$ cat config.mk
export PLATFORM = sky130hd
export DESIGN_NAME = imu_spd_parser
export DESIGN_NICKNAME = d
export VERILOG_FILES = /design/src/hw/rtl/imu_spd_pkg.sv /design/src/hw/rtl/imu_spd_parser.sv
export SDC_FILE = /design/constraint.sdc
export NUM_CORES = 1
export LEC_CHECK = 0
export BUFFER_PORTS_ARGS = -buffer_cell sky130_fd_sc_hd__buf_2
export CORE_MARGIN = 2
export CORE_UTILIZATION = 40
export CTS_CLUSTER_DIAMETER = 200
export CTS_CLUSTER_SIZE = 14
export DETAILED_ROUTE_END_ITERATION = 10
export GPL_ROUTABILITY_DRIVEN = 0
export PLACE_DENSITY = 0.68
export SETUP_SLACK_MARGIN = 0.5
export SYNTH_ARGS = -nofsm -noshare
export SYNTH_HDL_FRONTEND = slang
export SYNTH_SLANG_ARGS = --single-unit
export TNS_END_PERCENT = 5
$ cat constraint.sdc
create_clock -name i_clk -period 7.4 [get_ports i_clk]
set_input_delay 1.48 -clock i_clk [delete_from_list [all_inputs] [get_ports i_clk]]
set_output_delay 1.48 -clock i_clk [all_outputs]
set_load 0.02 [all_outputs]
$ cat src/hw/rtl/imu_spd_pkg.sv
// Shared types and constants for the IMU serial packet decoder.
`default_nettype none

package imu_spd_pkg;

    // Framing bytes
    localparam logic [7:0] HEADER_BYTE = 8'h55;
    localparam logic [7:0] TYPE_FIRST  = 8'h51;
    localparam logic [7:0] TYPE_LAST   = 8'h54;

    // Byte positions inside a packet
    localparam logic [3:0] POS_HUNT     = 4'd0;
    localparam logic [3:0] POS_TYPE     = 4'd1;
    localparam logic [3:0] POS_PAYLOAD  = 4'd2;
    localparam logic [3:0] POS_CHECKSUM = 4'd10;

    localparam int NumWords = 4;

    // Acceleration: floor(raw*1568/5). Offset keeps the dividend positive,
    // reciprocal of 5 scaled by 2^30 is exact for dividends below 2^30.
    localparam logic [10:0] ACC_MULT   = 11'd1568;
    localparam logic [27:0] ACC_OFFSET = 28'd83886080;   // 5 * 2^24
    localparam logic [27:0] ACC_RECIP  = 28'd214748365;  // ceil(2^30 / 5)
    localparam int          AccShift   = 30;
    localparam logic [31:0] ACC_BIAS   = 32'd16777216;   // 2^24

    // Temperature: floor(raw*16384/25), reciprocal of 25 scaled by 2^35.
    localparam logic [30:0] TEMP_OFFSET = 31'd838860800;   // 25 * 2^25
    localparam logic [30:0] TEMP_RECIP  = 31'd1374389535;  // ceil(2^35 / 25)
    localparam int          TempShift   = 35;
    localparam logic [26:0] TEMP_BIAS   = 27'd33554432;    // 2^25

    // Other axis scale factors
    localparam logic [11:0] GYRO_MULT  = 12'd4000;
    localparam logic [8:0]  ANGLE_MULT = 9'd360;

    typedef enum logic [1:0] {
        KIND_ACCEL = 2'd0,
        KIND_GYRO  = 2'd1,
        KIND_ANGLE = 2'd2,
        KIND_MAG   = 2'd3
    } t_kind;

    // One framed, checked packet handed from parser to scaler
    typedef struct packed {
        t_kind                     kind;
        logic [NumWords-1:0][15:0] words;
    } t_packet;

endpackage : imu_spd_pkg

`default_nettype wire

$ cat src/hw/rtl/imu_spd_parser.sv
// Byte framing, checksum and type check for 11-byte IMU packets.
`default_nettype none

module imu_spd_parser (
    input  wire                  i_clk,
    input  wire                  i_rst_n,
    input  wire                  i_enable,
    input  wire                  i_byte_valid,   // byte transfer this cycle
    input  wire  [7:0]           i_byte,
    output logic                 o_ready,
    output logic                 o_pkt_valid,
    output imu_spd_pkg::t_packet o_pkt,
    input  wire                  i_pkt_ready
);
    import imu_spd_pkg::*;

    logic [3:0]      r_pos, n_pos;
    logic [7:0]      r_sum, n_sum;
    logic [7:0]      r_type;
    logic [7:0]      r_payload [8];
    logic            r_pkt_valid, n_pkt_valid;
    t_packet         r_pkt, n_pkt;
    logic            take;
    logic            type_ok;
    logic [2:0]      wr_idx;

    assign o_ready     = !r_pkt_valid || i_pkt_ready;
    assign take        = i_byte_valid && i_enable;
    assign type_ok     = (r_type >= TYPE_FIRST) && (r_type <= TYPE_LAST);
    assign wr_idx      = 3'(r_pos - POS_PAYLOAD);
    assign o_pkt_valid = r_pkt_valid;
    assign o_pkt       = r_pkt;

    // Framing counter, running sum and packet handoff
    always_comb begin
        n_pos       = r_pos;
        n_sum       = r_sum;
        n_pkt_valid = r_pkt_valid && !i_pkt_ready;
        n_pkt       = r_pkt;
        if (take) begin
            if (r_pos == POS_HUNT) begin
                if (i_byte == HEADER_BYTE) begin
                    n_sum = i_byte;
                    n_pos = POS_TYPE;
                end
            end else if (r_pos < POS_CHECKSUM) begin
                n_sum = 8'(r_sum + i_byte);
                n_pos = 4'(r_pos + 4'd1);
            end else begin
                n_pos = POS_HUNT;
                if ((i_byte == r_sum) && type_ok) begin
                    n_pkt_valid = 1'b1;
                    n_pkt.kind  = t_kind'(2'(r_type - TYPE_FIRST));
                    for (int w = 0; w < NumWords; w++) begin
                        n_pkt.words[w] = {r_payload[2*w+1], r_payload[2*w]};
                    end
                end
            end
        end
    end

    always_ff @(posedge i_clk) begin
        if (!i_rst_n) begin
            r_pos       <= POS_HUNT;
            r_sum       <= '0;
            r_pkt_valid <= 1'b0;
        end else begin
            r_pos       <= n_pos;
            r_sum       <= n_sum;
            r_pkt_valid <= n_pkt_valid;
        end
    end

    // Packet contents: no reset, always written before read
    always_ff @(posedge i_clk) begin
        r_pkt <= n_pkt;
        if (take && r_pos == POS_TYPE) begin
            r_type <= i_byte;
        end
        if (take && r_pos >= POS_PAYLOAD && r_pos < POS_CHECKSUM) begin
            r_payload[wr_idx] <= i_byte;
        end
    end

    // Counter never leaves the packet length
    a_pos_range: assert property (@(posedge i_clk) disable iff (!i_rst_n)
        r_pos <= POS_CHECKSUM)
        else $error("parser position out of range");

    // Checksum byte always ends the packet
    a_pos_wrap: assert property (@(posedge i_clk) disable iff (!i_rst_n)
        (take && r_pos == POS_CHECKSUM) |=> (r_pos == POS_HUNT))
        else $error("packet did not end after checksum byte");

    // A new packet appears only right after a checksum byte
    a_pkt_src: assert property (@(posedge i_clk) disable iff (!i_rst_n)
        $rose(r_pkt_valid) |-> $past(take && r_pos == POS_CHECKSUM))
        else $error("packet raised without checksum byte");

endmodule : imu_spd_parser

`default_nettype wire

== After elaboration in Yosys (flattened, before gate mapping) ==
Memories as Yosys holds them, arrays and structs flattened. A register that Yosys moved wholly into a read port is not among the register bits.
Cells that the tools add are included.

* Output and inout bits: 68
* Latch bits: 0
* Input port bits: 13
* ROM bits: 0
* Word-level logic and storage cells: 47
* Memory bits (writable): 64
* Register bits: 23
* Memories kept: 1

* Mux-type cells: 12
* Multiply operators: 0
* $add $sub $neg: 4
* Reduce and logical (&&, ||, !) cells: 15
* Bitwise gates (word level): 2
* Order comparisons: 4
* Eq/ne operators: 4
* Shift-type cells: 0
* Div/mod/pow operators: 0

{| class="wikitable"
|+ Memories
! memory !! depth !! bits a word !! rd ports !! clocked after Yosys merged registers in !! wr ports !! line !! RTL
|-
| r_payload || 8 || 8 || 8 || 8 || 1 || imu_spd_parser.sv:20 || <nowiki>logic [7:0] r_payload [8];</nowiki>
|}

{| class="wikitable"
|+ Operators with widths
! operator !! number
|-
| 8-bit two-way mux || 3
|-
| 4-bit two-way mux || 3
|-
| 8-bit adder || 1
|-
| 8-bit by 7-bit == test with 1-bit output, second input constant || 1
|-
| 8-bit == test || 1
|-
| 8-bit by 7-bit greater-or-equal comparator with 1-bit output, second input constant || 1
|-
| 8-bit by 7-bit less-or-equal comparator with 1-bit output, second input constant || 1
|-
| 1-bit logical AND || 7
|-
| 1-bit two-way mux || 6
|-
| 4-bit by 1-bit adder with 4-bit output, second input constant || 1
|-
| 4-bit by 1-bit == test with 1-bit output, second input constant || 1
|-
| 4-bit by 2-bit greater-or-equal comparator with 1-bit output, second input constant || 1
|-
| 4-bit zero test || 1
|-
| 4-bit < comparator, second input constant || 1
|-
| 4-bit AND reduction || 1
|-
| 3-bit AND reduction || 1
|-
| 3-bit by 2-bit subtractor with 3-bit output, second input constant || 1
|-
| 1-bit zero test || 2
|-
| 2-bit by 1-bit != test with 1-bit output, second input constant || 1
|-
| 1-bit inverter || 2
|-
| 2-bit AND reduction || 1
|-
| 2-bit nonzero test || 1
|-
| 2-bit by 1-bit subtractor with 2-bit output, second input constant || 1
|-
| 1-bit logical OR || 1
|}

== Depth between registers and ports, before layout ==
Gate-level depths: netlist (run 1).

* Depth after elaboration: 7
* Depth in mapped cells: 8
* Gate-level depth less buffers: 8

== Least setup slack after synthesis (run 1) ==
No wires, ideal clock.

* Path kind: input -> register
* Start point: input port i_byte[6]
* End point: register, netlist name o_pkt[0]
* Library setup time: 546 ps
* Path buffers: 0
* Stages on the path: 5
* Data arrival time: 6784 ps
* Slack: 70 ps
* Required time: 6854 ps
* Cell sequence: ha_1 -> or4_1 -> nor4b_2 -> nand4_1 -> a2111oi_2

* Cells in the longest elaborated chain, start to end: 3

{| class="wikitable"
|+ RTL lines
! what !! line !! RTL
|-
| from (decl) || imu_spd_parser.sv:9 || <nowiki>input wire [7:0] i_byte,</nowiki>
|-
| 8-bit == test || imu_spd_parser.sv:51 || <nowiki>if ((i_byte == r_sum) && type_ok) begin</nowiki>
|-
| 1-bit logical AND || imu_spd_parser.sv:51 ||
|-
| 4-bit AND reduction (no line) || - ||
|}

Every way passes these cells.
A chain may end at the register's enable or synchronous reset.

== Worst setup path in the final report (run 1) ==
* Start point: input port i_byte[6]
* End point: register, netlist name o_pkt[46]

* Cells in the longest elaborated chain, start to end: 3

{| class="wikitable"
|+ RTL lines
! what !! line
|-
| 8-bit == test || imu_spd_parser.sv:51
|-
| 1-bit logical AND || imu_spd_parser.sv:51
|-
| 4-bit AND reduction (no line) || -
|}

Every way passes these cells.

==> results.md, run 1 <==
CTS:
- After clock tree synthesis, the clock-pin slew on the worst setup and hold paths is 0.05 ns.
- The TritonCTS clock tree is yes.
- The clock drives 151 sinks.
- The number of hold buffers added after CTS was 0.
- The clock tree buffer depth is 2.
- The total CTS buffers is 17.
- The H-tree depth is 4.
- The number of setup buffers added after CTS is 0.
- The clock network latency to the later pin of the worst-skew pair is 0.41 ns.
- The post-cts resize count is 0.
- The root buffer selected by CTS is sky130_fd_sc_hd__clkbuf_16.

GRT:
- The number of global-route vias before repair is 2637.
- The remaining global-route overflow is 0.
- The largest net degree at the start of global routing is 49.
- The initial antenna violation count came to 0.
- The first-pass GRT wire length is 14.32 mm.
- The overall fraction of global-route tracks in use is 13.91%.

Critical path:
- Across all register-to-register paths, the minimum setup slack is 4.46 ns.
- STA classifies the critical path endpoint as a flip-flop.
- Data arrives at the worst endpoint at 3.96 ns.
- Counting cells, the worst reg-to-reg path comes to 6.
- Along the worst path, the maximum fanout reaches 48.
- The required time reported for the critical path endpoint is 7.44 ns.
- In this run the critical register-to-register path is launched from r_sum[6].
- The critical path is of the in -> reg type.
- The end of the worst register-to-register path is o_pkt[46].
- The type of origin of the critical path is an input pin.

Pwr:
- The switching part of the total power is 17.75%.
- The internal portion of the total power is 1.450 mW.
- The power density over the cells is 269.7 mW/mm^2.
- The power spent charging and discharging nets is 0.3128 mW.
- Registers are responsible for 52.4% of the overall power.
- Across the VDD grid, the largest voltage drop is 162.5 uV.
- The clock network fraction of total power is 46.2%.
- The analysis attributes to cell leakage a power of 2.394 nW.
- The share of total power in combinational logic is 1.4%.

Final layout:
- The number of filler instances in the final layout is 1022.
- The final layout net count is 406.
- The relative area change from synthesis to final layout is 23.48%.
- The leading cell type in the layout, fill and taps excluded is sky130_fd_sc_hd__edfxtp_1.
- The sequential standard cell area is 0.004404 mm^2.
- Cells with a size suffix above 1 make up 30.59% of the layout.
- In the layout the commonest cells are sky130_fd_sc_hd__edfxtp_1, sky130_fd_sc_hd__buf_2, sky130_fd_sc_hd__clkbuf_16.
- The total inserted antenna cells is 0.
- The area of combinational cells with multiple inputs is 850.8 um^2.
- After the flow finishes, the layout carries non-filler instances totaling 565.

STA:
- The shortest period the worst path allows is 3.919 ns.
- The number of hold violations in the final report is 0.
- The worst relative slew slack is 23.34%.
- The part of the cycle the worst path needs is 52.96%.
- The number of pins with negative max-slew slack in the final report is 0.
- For the pin with the worst max-slew slack, the measured transition is 1.141 ns.
- Setup violations remaining at the end of the flow were counted as 0.
- The clock skew after layout is 0.007838 ns.
- The worst hold-check slack is 0.4098 ns.
- The setup slack of the critical path after layout is 3.481 ns.
- Derived from the worst setup path, the maximum achievable clock frequency is 255.2 MHz.
- The sum of negative setup slack is 0 ns.
- Setup repair after global routing left no endpoint under its margin.

Die:
- The horizontal die dimension is 119.0 um.
- 81 I/O pins were placed.
- After floorplanning, the core was divided into 42 placement rows.
- The die is 119.0 um tall.
- Once the floorplan was initialized, standard cells occupied 40.45% of the core.
- The area of the die is 0.01417 mm^2.
- After floorplanning, the core was sized to cover 0.01309 mm^2.

Job:
- Max-cap violations in this run came to 0.

Logic synthesis:
- The unique cell type count in the Yosys netlist is 44.
- Counting flops with a built-in enable in the synthesized netlist gives 138.
- Among all flip-flop cells after synthesis, the most frequent one is sky130_fd_sc_hd__edfxtp_1.
- By area, the combinational part of the netlist is dominated by compound AO/OA/AOI/OAI gates.
- The post-synthesis net count is 303.
- Yosys printed 0 warnings.
- Summing the areas of all compound-gate instances in the mapped netlist gives 5.981% of the synthesized area.
- The cell count after synthesis is 275.
- The cell area after technology mapping is 0.005293 mm^2.
- The mux share of post-synthesis cell area is 0.3783%.
- In this run, synthesis produced a sequential element count of 151.
- The post-synthesis share of cell area spent on and, or, nand and nor gates is 5.296%.
- The share of the synthesized netlist area taken by xor and xnor gates is 0.4965%.
- The post-synthesis async set-or-reset flop share is 0%.
- The adder and majority cell fraction of the synthesized area is 3.688%.
- In this run the mean area of a mapped cell was 19.25 um^2.
- The post-synthesis sequential area ratio is 83.22%.

Route:
- The detailed-route wire length is 9.217 mm.
- In this run the remaining antenna-violating nets after routing total 0.
- For this block, the initial DRC count from the detailed router was 252.
- The total DRC errors in the routed layout is 0.
- The overall via count from detail_route is 2675.
- In the routed layout, each cell is associated on average with a via count of 4.735.
- The average routed wire per standard cell is 16.31 um.
- The first detailed-routing pass took 4 iterations.

Placement:
- Timing analysis after detailed placement gives a worst setup slack of 3.089 ns.
- The number of placed instances, taps included, is 535.
- The detailed-placement wirelength estimate is 6.074 mm.
- The count of buffers added on input and output ports is 80.

Min path:
- The depth of the worst hold-timing path is 0.
- The path type of the worst min-delay path is reg -> reg.
- The worst-case hold path end point is o_pkt[32].
- The launch instance of the worst min-delay path is r_payload[4][0].

Status:
- The flow ran to the end, and the final reports show no timing, DRC or antenna violations.
## cells by family (layout without fill, tap and decap cells)
family,after synthesis,count (layout)
flip-flops,151,151
AND/OR/NAND/NOR,51,51
AO/OA/AOI/OAI,40,40
adder cells (fa/ha/maj),15,15
buffers and inverters,13,127
XOR/XNOR,3,3
multiplexers,2,2
## layout make-up
class	count	area share, %
Sequential cell	151	67.39
Multi-Input combinational cell	111	13.02
Tap cell	176	3.370
Timing Repair Buffer	88	7.046
Inverter	9	0.5169
Clock inverter	12	2.087
Clock buffer	18	6.567
## worst max path at each step
stage                         start        end  slack (ns)  cells past startpoint
after floorplan           i_byte[6]   o_pkt[0]        1.87                      5
after global placement    i_byte[6]  o_pkt[25]        3.11                      7
after CTS                 i_byte[6]  o_pkt[26]        3.48                      7
after detailed placement  i_byte[6]  o_pkt[40]        3.09                      7
final                     i_byte[6]  o_pkt[46]        3.48                      7
after global routing      i_byte[6]  o_pkt[26]        3.26                      7
## state kept, by name, indices dropped and copies added (netlist names)
register and count:
o_pkt 66, r_pos 4, r_payload 64, r_sum 8
r_type 8, o_pkt_valid 1
## metal layers
layer	vias to the layer above	GRT usage, %	share of wire (%)
li1	1285	-	-
met1	1279	16.60	42
met2	102	22.77	51
met3	9	5.556	6.3
met4	0	5.134	1.0
met5	-	0	0
## critical path, stage by stage
cell and delay (ns):
sky130_fd_sc_hd__buf_2 0.18, sky130_fd_sc_hd__ha_1 0.41, sky130_fd_sc_hd__or4_1 0.57, sky130_fd_sc_hd__nor4b_2 0.25
sky130_fd_sc_hd__nand4_1 0.18, sky130_fd_sc_hd__a2111oi_4 0.32, sky130_fd_sc_hd__buf_4 0.53
## synthesized netlist by cell type (2+ instances only)
cell type                  count  area (um^2)
sky130_fd_sc_hd__nand2_1       9        33.78
sky130_fd_sc_hd__a21o_1        3        22.52
sky130_fd_sc_hd__nor4b_1       2        17.52
sky130_fd_sc_hd__o211ai_1      2        15.01
sky130_fd_sc_hd__nor3b_1       2        15.01
sky130_fd_sc_hd__nor2b_1       6        37.54
sky130_fd_sc_hd__inv_1         9        33.78
sky130_fd_sc_hd__nor4_1        3        18.77
sky130_fd_sc_hd__o211a_1       5        50.05
sky130_fd_sc_hd__clkbuf_1      3        11.26
sky130_fd_sc_hd__mux2i_1       2        20.02
sky130_fd_sc_hd__xor2_1        3        26.28
sky130_fd_sc_hd__nor2_1       12        45.04
sky130_fd_sc_hd__o21a_1        5        37.54
sky130_fd_sc_hd__ha_1         14        175.2
sky130_fd_sc_hd__a211o_1       3        26.28
sky130_fd_sc_hd__nand3_1       2        10.01
sky130_fd_sc_hd__nor3_1        6        30.03
sky130_fd_sc_hd__dfxtp_1      13        260.3
sky130_fd_sc_hd__o21ai_0       7        35.03
sky130_fd_sc_hd__a21oi_1       3        15.01
sky130_fd_sc_hd__edfxtp_1    138         4144
sky130_fd_sc_hd__a21boi_0      2        15.01
## per-stage QoR
step	utilization [%]	power (mW)	area, um^2
2_1_floorplan	-	0.9516	5305
3_5_place_dp	45.62	0.9664	5969
4_1_cts	49.94	1.775	6535
5_1_grt	49.94	1.817	6535
6_report	49.94	1.763	6535
3_3_place_gp	45.62	0.9655	5969
## power groups by stage
stage	sequential, mW	combinational [mW]	clock, mW
after floorplan	0.942	0.00984	0
after global placement	0.941	0.0240	0
after detailed placement	0.942	0.0249	0
after CTS	0.924	0.0251	0.826
after global routing	0.923	0.0274	0.866
final	0.924	0.0249	0.814
No activity file was read; power rests on OpenSTA's default activity.
==> inputs of run 2 (changes only) <==
PLACE_DENSITY = 0.66   (was 0.68)
clock period = 3.7 ns   (was 7.4 ns; I/O delays follow)
==> run 2 against run 1 <==
  * Hold slack improved by 0.0043 ns
  * Final cell count rose by 0.88%
  * Combinational power rose by 130%
  * Via count grew 2.3%
  * Global-route usage decreased by 0.091 points
  * Power up 99%
  * Utilization grew 0.65 points
  * Clock power is 98% higher
  * Critical endpoint is now o_pkt[52]
  * Highest routed layer unchanged
==> results.md, run 2 (same netlist as run 1, synthesis figures left out) <==
Route:
- The total DRC errors in the routed layout is 0 (unchanged).
- The overall via count from detail_route is 2737 (+2.3%).
- The first-iteration detailed-routing DRC count was 175 (-31%).
- The average routed wire per standard cell is 16.30 um (about the same).
- The total iterations of the first detailed-routing run was 4 (unchanged).
- The antenna violation net count after detailed routing is 0 (unchanged).
- The per-cell via count in the routed design came to 4.802 (+1.4%).
- The detailed-route wire length was 9.292 mm (+0.81%).

CTS:
- The count of hold-fix buffers inserted at cts is 0 (unchanged).
- The number of setup buffers added after CTS was 0 (unchanged).
- The clock tree buffer depth is 2 (unchanged).
- The total CTS buffers was 17 (unchanged).
- The post-cts resize count is 0 (unchanged).
- The TritonCTS clock tree is yes.
- The H-tree depth is 4 (unchanged).
- Clock tree synthesis selected as its root buffer the cell sky130_fd_sc_hd__clkbuf_16.
- The clock edge transition at the registers on the reported setup and hold paths came to 0.06 ns (about the same).
- The clock network latency to the later pin of the worst-skew pair is 0.41 ns (about the same).
- The clock sink count is 151 (unchanged).

Placement:
- The cell count after placement came to 538 (+0.56%).
- The worst setup slack after placement is 0.5140 ns (-2.576 ns).
- The detailed-placement wirelength estimate is 6.170 mm (+1.6%).
- The count of port buffers added during placement is 80 (unchanged).
- The cell area after placement is 0.006058 mm^2 (+1.5%).

Die:
- The initial cell density of the core was 40.45% (unchanged).
- The area of the placeable core is 0.01309 mm^2 (unchanged).
- The horizontal die dimension is 119.0 um (unchanged).
- The count of boundary I/O pins is 81 (unchanged).
- The area of the die was 0.01417 mm^2 (unchanged).
- The height of the chip is 119.0 um (unchanged).
- The total number of placement rows was 42 (unchanged).

Status:
- The flow ran to the end, and the final reports show no timing, DRC or antenna violations.

GRT:
- The largest net degree at the start of global routing is 68 (+39%).
- The first-pass GRT wire length is 14.37 mm (+0.38%).
- The remaining global-route overflow is 0 (unchanged).
- The initial antenna violation count is 0 (unchanged).
- The number of global-route vias before repair came to 2724 (+3.3%).
- The overall fraction of global-route tracks in use is 13.81% (-0.091 points).

STA:
- The part of the cycle the worst path needs is 75.34%.
- The worst relative slew slack is 31.81% (+8.5 points).
- The shortest period the worst path allows is 2.788 ns.
- The number of pins with negative max-slew slack in the final report is 0 (unchanged).
- The setup slack of the critical path after layout came to 0.9123 ns (-2.569 ns).
- The sum of negative setup slack is 0 ns (unchanged).
- Timing would allow up to 358.7 MHz.
- Setup repair after global routing left no endpoint under its margin.
- The clock skew after layout is 0.009050 ns (+0.001212 ns).
- The number of hold violations in the final report is 0 (unchanged).
- The actual transition at the worst max-transition pin is 1.014 ns (-0.1269 ns).
- The worst hold-check slack is 0.4141 ns (+0.004254 ns).
- The number of setup violations in the final report is 0 (unchanged).

Pwr:
- The leakage power figure was 2.407 nW (+0.54%).
- The post-layout total power was 3.512 mW (+99%).
- The worst vdd rail ir drop was 344.9 uV (+110%).
- The power density over the cells is 530.6 mW/mm^2 (+97%).

Job:
- The number of max-capacitance violations reported is 0 (unchanged).

Final layout:
- The number of filler instances in the final layout is 1042 (+2.0%).
- The flip-flop count of the largest register, all copies and words added is 66 (unchanged).
- The final layout net count is 409 (+0.74%).
- The non-filler instance count after layout is 570 (+0.88%).
- The area of all placed cells without fillers was 0.006620 mm^2 (+1.3%).
- The total inserted antenna cells came to 0 (unchanged).
- The fraction of layout cells with a size suffix above 1 came to 33.25% (+2.7 points).
- Compared with the post-synthesis result, the final layout area differs by 25.08%.
- The library cells used most frequently in the layout, excluding fill and tap cells, are sky130_fd_sc_hd__edfxtp_1, sky130_fd_sc_hd__buf_2, sky130_fd_sc_hd__clkbuf_16.
- Leaving out fill and tap cells, the most frequent cell in the layout is sky130_fd_sc_hd__edfxtp_1.
- The final core utilization is 50.59% (+0.65 points).

Min path:
- The depth of the worst hold-timing path is 0 (unchanged).
- The path type of the worst min-delay path is reg -> reg.

Critical path:
- The worst setup path is captured at a flip-flop.
- The type of origin of the critical path is an input pin.
- The required time reported for the critical path endpoint is 3.76 ns (-3.68 ns).
- The largest driver fanout on the critical path is 67 (+40%).
- The worst setup path is of the in -> reg kind.
- The length in cells of the worst reg-to-reg path is 6 (unchanged).
- The worst path arrival time was 2.85 ns (-1.11 ns).
==> run 2: changes by cell type in the layout (fill, tap and decap cells not counted), sizes merged <==
cell	delta
bufinv	-1
clkinv	-3
clkbuf	+2
buf	+3
clkinvlp	+1
inv	+3
==> run 2: cell type report <==
class	count	area, um^2	share of cell area, %
inverters	9	33.78	0.5103
flip-flops and latches	151	4404	66.53
repair buffers	91	495.5	7.484
multi-input cells	111	904.6	13.66
well taps	176	220.2	3.326
clock inverters	12	125.1	1.890
clock buffers	20	436.7	6.596
==> run 2: critical path, cell delays in order <==
cell,delay (ns)
sky130_fd_sc_hd__buf_2,0.24
sky130_fd_sc_hd__ha_4,0.26
sky130_fd_sc_hd__or4_4,0.47
sky130_fd_sc_hd__nor4b_2,0.27
sky130_fd_sc_hd__nand4_1,0.17
sky130_fd_sc_hd__a2111oi_4,0.28
sky130_fd_sc_hd__buf_12,0.34
==> run 2: report_power, final <==
part / switching [mW] / leakage [nW] / internal (mW)
clock network: 0.617 / 0.272 / 0.990
registers: 0.000157 / 1.34 / 1.85
logic: 0.0387 / 0.790 / 0.0186
==> run 2: path summary, 6_finish.rpt <==
path / from / endpoint / slack [ns]
worst max register to register: r_sum[6] / o_pkt[52] / 1.09
worst min register to register: r_payload[2][3] / o_pkt[19] / 0.41
worst min-delay path: r_payload[2][3] / o_pkt[19] / 0.41
worst max-delay path: i_byte[2] / o_pkt[52] / 0.91
==> run 2: routing by layer <==
metal	part of all wire, %	wire, um	global-route usage [%]	up-vias
met4	0.93	86	4.613	0
li1	-	-	-	1287
met2	50	4601	22.16	90
met1	43	3958	16.93	1354
met5	0	0	0	-
met3	7.0	646	5.795	6
